### src/hdl/rlrc_pkg.sv
// Shared types and constants for the revision log replay cursor.
// Depends on nothing; every other file but rlrc_ram imports it.
`default_nettype none
package rlrc_pkg;

    localparam int LOG_DEPTH = 256;
    localparam int ADDR_W    = $clog2(LOG_DEPTH);
    localparam int CNT_W     = ADDR_W + 1;
    localparam int REV_W     = 31;
    localparam int IDX_W     = 9;
    localparam int MODE_W    = 3;
    localparam int STAT_W    = 3;
    localparam int S_DATA_W  = 72;
    localparam int M_DATA_W  = 120;

    typedef enum logic [MODE_W-1:0] {
        MODE_APPEND  = 3'd0,
        MODE_DROP    = 3'd1,
        MODE_TRIM    = 3'd2,
        MODE_NEXT    = 3'd3,
        MODE_APPLIED = 3'd4,
        MODE_PENDING = 3'd5
    } mode_t;

    typedef enum logic [STAT_W-1:0] {
        STATUS_NONE    = 3'd0,
        STATUS_READY   = 3'd1,
        STATUS_GAP     = 3'd2,
        STATUS_UNAVAIL = 3'd3,
        STATUS_FULL    = 3'd4
    } status_t;

    typedef enum logic [2:0] {
        ST_IDLE,
        ST_DECODE,
        ST_SRCH_RD,
        ST_SRCH_CMP,
        ST_COMMIT
    } state_t;

    typedef struct packed {
        logic latch_in;
        logic search_init;
        logic rd_mid;
        logic step;
        logic rd_idx;
        logic rd_last;
        logic commit;
    } ctrl_cmd_t;

    typedef struct packed {
        mode_t mode;
        logic  search_done;
        logic  trim_zero;
        logic  out_free;
    } dp_stat_t;

endpackage
`default_nettype wire

### src/hdl/rlrc_ctrl.sv
// Controller state machine: sequences decode, binary search probes and commit.
// Depends on rlrc_pkg.
`default_nettype none
module rlrc_ctrl
    import rlrc_pkg::*;
(
    input  wire logic      aclk,
    input  wire logic      aresetn,
    input  wire logic      s_tvalid,
    output logic           s_tready,
    input  wire dp_stat_t  stat,
    output ctrl_cmd_t      cmd
);

    state_t state_reg, state_next;

    always_ff @(posedge aclk) begin
        if (!aresetn) begin
            state_reg <= ST_IDLE;
        end else begin
            state_reg <= state_next;
        end
    end

    always_comb begin
        state_next = state_reg;
        case (state_reg)
            ST_IDLE: begin
                if (s_tvalid) state_next = ST_DECODE;
            end
            ST_DECODE: begin
                case (stat.mode)
                    MODE_TRIM: state_next = stat.trim_zero ? ST_COMMIT : ST_SRCH_RD;
                    MODE_NEXT: state_next = ST_SRCH_RD;
                    default:   state_next = ST_COMMIT;
                endcase
            end
            ST_SRCH_RD: begin
                state_next = stat.search_done ? ST_COMMIT : ST_SRCH_CMP;
            end
            ST_SRCH_CMP: begin
                state_next = ST_SRCH_RD;
            end
            ST_COMMIT: begin
                if (stat.out_free) state_next = ST_IDLE;
            end
            default: begin
                state_next = ST_IDLE;
            end
        endcase
    end

    always_comb begin
        cmd      = '0;
        s_tready = 1'b0;
        case (state_reg)
            ST_IDLE: begin
                s_tready     = 1'b1;
                cmd.latch_in = s_tvalid;
            end
            ST_DECODE: begin
                case (stat.mode)
                    MODE_TRIM:    cmd.search_init = !stat.trim_zero;
                    MODE_NEXT:    cmd.search_init = 1'b1;
                    MODE_PENDING: cmd.rd_last     = 1'b1;
                    default:      cmd.search_init = 1'b0;
                endcase
            end
            ST_SRCH_RD: begin
                if (stat.search_done) begin
                    cmd.rd_idx = (stat.mode == MODE_NEXT);
                end else begin
                    cmd.rd_mid = 1'b1;
                end
            end
            ST_SRCH_CMP: begin
                cmd.step = 1'b1;
            end
            ST_COMMIT: begin
                cmd.commit = stat.out_free;
            end
            default: begin
                cmd = '0;
            end
        endcase
    end

endmodule
`default_nettype wire

### config.mk
export PLATFORM = sky130hd
export DESIGN_NAME = rlrc_ctrl
export DESIGN_NICKNAME = d
export VERILOG_FILES = /design/src/hdl/rlrc_pkg.sv /design/src/hdl/rlrc_ctrl.sv
export SDC_FILE = /design/constraint.sdc
export NUM_CORES = 1
export LEC_CHECK = 0
export ABC_CLOCK_PERIOD_IN_PS = 1500
export BUFFER_PORTS_ARGS = -buffer_cell sky130_fd_sc_hd__buf_4
export CAP_MARGIN = 20
export CORE_AREA = 2 2 39 41
export CTS_CLUSTER_DIAMETER = 100
export CTS_CLUSTER_SIZE = 25
export DETAILED_ROUTE_END_ITERATION = 12
export DIE_AREA = 0 0 41 43
export GPL_ROUTABILITY_DRIVEN = 0
export GPL_TIMING_DRIVEN = 0
export PLACE_DENSITY = 0.47
export SLEW_MARGIN = 20
export SYNTH_ARGS = -nofsm -noshare
export SYNTH_HDL_FRONTEND = slang
export SYNTH_SLANG_ARGS = --single-unit
### constraint.sdc
create_clock -name aclk -period 1.5 [get_ports aclk]
set_clock_uncertainty 0.15 [all_clocks]
set_input_delay 0 -clock aclk [delete_from_list [all_inputs] [get_ports aclk]]
set_output_delay 0 -clock aclk [all_outputs]
set_load 0.01 [all_outputs]
Word level (Yosys, flattened, before mapping)
Cells that the tools add are included.
{"block": "totals", "register_bits": 3, "in_bits": 9, "out_inout_bits": 8, "elab_cells": 31}
{"block": "classes", "eq_ne": 9, "muxes": 18, "reduce_logical": 3}
{"op": "3-bit case mux with 5 select lines", "count": 1}
{"op": "3-bit by 2-bit equality test with 1-bit output, second input constant", "count": 4}
{"op": "3-bit 2-to-1 mux", "count": 4}
{"op": "1-bit 2-to-1 mux", "count": 11}
{"op": "3-bit equality test, second input constant", "count": 2}
{"op": "3-bit case mux with 2 select lines", "count": 1}
{"op": "2-bit inequality test, second input constant", "count": 2}
{"op": "3-bit by 1-bit equality test with 1-bit output, second input constant", "count": 1}
{"op": "3-bit logical NOT", "count": 1}
{"op": "1-bit case mux with 2 select lines", "count": 1}
{"op": "2-bit AND reduction", "count": 1}
{"op": "1-bit logical NOT", "count": 1}

Longest topological paths before layout
{"block": "logic_depth", "depth_word": 3, "mapped_depth": 4, "mapped_depth_nobuf": 3}

Worst setup path before layout
OpenSTA, ideal clock, no wires.
{"block": "synth_path", "path_kind": "register -> output", "from": "register state_reg[2]", "to": "output cmd[1] (netlist bit)", "arrival_time_ns": 1.132, "required_ns": 1.350, "slack_ns": 0.218, "stages_incl_launch_ff": 4, "path_buffers": 1, "path_cell_list": "dfxtp_1 -> buf_2 -> or3b_4 -> nor3_1"}
{"item": "start: declaration", "line": "rlrc_ctrl.sv:15", "source": "state_t state_reg, state_next;"}
{"item": "start signal: assignment", "line": "rlrc_ctrl.sv:21", "source": "state_reg <= state_next;"}
{"item": "end: declaration", "line": "rlrc_ctrl.sv:12", "source": "output ctrl_cmd_t cmd"}

Final worst setup path
{"block": "layout_path", "from": "input stat[2] (netlist bit)", "to": "register state_reg[0]"}
{"block": "layout_between", "elab_chain_cells": 2}
{"item": "start: declaration", "line": "rlrc_ctrl.sv:11", "source": "input wire dp_stat_t stat,"}
{"item": "3-bit 2-to-1 mux", "line": "rlrc_ctrl.sv:39", "source": "state_next = stat.search_done ? ST_COMMIT : ST_SRCH_CMP;"}
{"item": "3-bit case mux with 5 select lines", "line": "rlrc_ctrl.sv:27", "source": "case (state_reg)"}
No other way between the ends.
A chain may end at the register's enable or synchronous reset.

==> flow_metrics.env <==
export IMPL_path_class="in -> reg"
export IMPL_cts_tree="built"
export IMPL_vdd_drop_max_uv=217
export IMPL_netlist_top_cells_area="dfxtp_1, nor3_1, nand2b_1, and3_1, and4bb_2"
export IMPL_synth_seq_cells=3
export IMPL_clock_sinks=3
export IMPL_start_kind="primary input"
export IMPL_io_buffers=16
export IMPL_syn_area_um2=228
export IMPL_hold_class="in -> reg"
export IMPL_seq_area_frac_synth=0.264
export IMPL_min_from="stat[0]"
export IMPL_area_growth_pct=92.3
export IMPL_cp_data_arrival_time_ns=1.53
export IMPL_p_leak_nw=0.204
export IMPL_maxCapViolations=0
export IMPL_clk_pin_slew_ns=0.04
export IMPL_slew_headroom=0.777
export IMPL_core_um2=1380
export IMPL_fin_ws_ns=-0.00236
export IMPL_min_period_over_period=1.00
export IMPL_detailedPlace_worstSlack_ns=0.166
export IMPL_finalNonFillerCells=69
export IMPL_clock_path_buffers=2
export IMPL_grt_met3_usage=0.0471
export IMPL_outcome="finished, violations left"
export IMPL_synthCells=30
export IMPL_largest_reg_flops=3
export IMPL_seq_area_um2=66.3
export IMPL_clock_root_buffer="clkbuf_4"
export IMPL_synth_top_area_share=0.264
export IMPL_wirelength_um=707
export IMPL_holdPathStages=3
export IMPL_finalMaxSlewViolations=0
export IMPL_yosysMostFrequentCell="nor3_1"
export IMPL_globalRoute_totalOverflow=0
export IMPL_postSynthAreaPerCell_um2=7.59
export IMPL_nNetsFinal=63
export IMPL_grt_pass1_wl_um=931
export IMPL_drt_iter0_drc=7
export IMPL_dieArea_um2=1760
export IMPL_multiInputGateArea_um2=160
export IMPL_grt_busiest_layer="met2"
export IMPL_postRouteAntennaNets=0
export IMPL_yosysWarnings=0
export IMPL_synth_common_cells="nor3_1, dfxtp_1, nand2_1, nand2b_1"
export IMPL_antenna_found_initial=0
export IMPL_hold_slack_ns=0.0393
export IMPL_cts_buffers=3
export IMPL_grtUsageTotal=0.0882
export IMPL_end_kind="flop"
export IMPL_hold_viol=0
export IMPL_clock_fmax_mhz=666
export IMPL_diodes=0
export IMPL_r2r_cells=4
export IMPL_drcViolationCount=0
export IMPL_reg2reg_setup_slack_ns=0.05
export IMPL_detail_route_vias_per_cell=4.30
export IMPL_utilization=0.316
export IMPL_rows=14
export IMPL_setup_violations=1
export IMPL_yosysTopAreaCell="dfxtp_1"
export IMPL_hold_path_end="state_reg[2]"
export IMPL_post_route_cells_drive_above_1_share=0.509
export IMPL_grt_use_met1=0.0927
export IMPL_failed_checks="negative setup slack"
export IMPL_io_pins=17
export IMPL_grtUsageMet2=0.109
export IMPL_dieHeight_um=43
export IMPL_start_util=0.165
export IMPL_tightest_slew_ns=0.334
export IMPL_dr_pass1_iters=4
export IMPL_wl_per_cell_um=10.2
export IMPL_synth_edf_count=0
export IMPL_cts_max_level=1
export IMPL_dp_cells=62
export IMPL_ys_types=17
export IMPL_grt_pass1_vias=251
export IMPL_rsz0062_at_grt="yes"
export IMPL_synth_async_sr_flop_share=0
export IMPL_hpwlAfterDp_um=482
export IMPL_critical_path_max_fanout=3
export IMPL_dominantRegCellSynth="dfxtp_1"
export IMPL_required_ns=1.53
export IMPL_fillCellCount=156
export IMPL_die_w_um=41
export IMPL_fin_tns_setup_ns=-0.00236
export IMPL_vias=297
export IMPL_synthesis_nets=39
export IMPL_critical_path_reg2reg_startpoint="state_reg[0]"
export IMPL_fin_crit_ns=1.50
export IMPL_reg2reg_to="state_reg[0]"
export IMPL_clk_latency_ns=0.24
export IMPL_power_density_nw_per_um2=729
export IMPL_grt_max_degree=10
## metal layers
| layer | up-vias | routed length (µm) |
|---|---|---|
| met1 | 131 | 302 |
| met5 | - | 0 |
| met3 | 2 | 30 |
| met4 | 0 | 14 |
| li1 | 156 | - |
| met2 | 8 | 358 |
## cells in the final DEF, fill, tap and decap left out, drive strengths merged
master and instances:
inv 2, nor3 4, and2b 1, o31a 1
nor4b 1, nor3b 1, clkbuf 4, buf 17
a21oi 3, nand2b 3, a2111oi 1, and3 2
and4bb 1, nand2 3, nor2 2, dlygate4sd3 3
or3b 1, dfxtp 3
## through the flow
| step | power [W] | cell area, µm² |
|---|---|---|
| after floorplan | 0.000123 | 228 |
| after global placement | 0.000158 | 368 |
| after CTS | 0.000322 | 434 |
| final | 0.000319 | 438 |
| after global routing | 0.000342 | 438 |
| after detailed placement | 0.000158 | 368 |
## worst max path at each step
stage | from | to | slack (ns) | depth (start not counted)
floorplan | state_reg[2] | cmd[1] | 0.22 | 3
global placement | state_reg[0] | cmd[1] | 0.15 | 3
detailed placement | state_reg[0] | cmd[1] | 0.17 | 3
CTS | state_reg[0] | cmd[1] | 0.006 | 3
global route | state_reg[0] | cmd[1] | -0.04 | 3
finish | stat[2] | state_reg[0] | -0.002 | 5
## cell families after synthesis
| family | synth area share |
|---|---|
| AND/OR/NAND/NOR | 0.517 |
| buffers and inverters | 0.0549 |
| AO/OA/AOI/OAI | 0.165 |
| flip-flops | 0.264 |
## what timing repair did
| item | in CTS | in global routing |
|---|---|---|
| buffers inserted | 1 | 0 |
| setup endpoints to repair | 2 | 4 |
| hold endpoints to repair | 3 | 0 |
| pin swaps | 1 | 0 |
| hold buffers | 3 | 0 |
| gates resized for setup | 3 | 2 |
## layout make-up
cell class                      count  share of cell area
Inverter                            2              0.0171
Clock buffer                        4              0.0600
Tap cell                           16              0.0457
Sequential cell                     3               0.151
Multi-Input combinational cell     24               0.366
Timing Repair Buffer               20               0.360
## where the power goes
part           switching [W]  internal (W)
Sequential        0.00000844     0.0000842
Clock              0.0000527      0.000100
Combinational      0.0000279     0.0000458
## critical path, cell delays in order
cell and delay, ns:
dlygate4sd3_1 0.53, buf_4 0.13, nand2b_1 0.17, a21oi_1 0.14
dlygate4sd3_1 0.55
(Power assumes the default switching activity.)
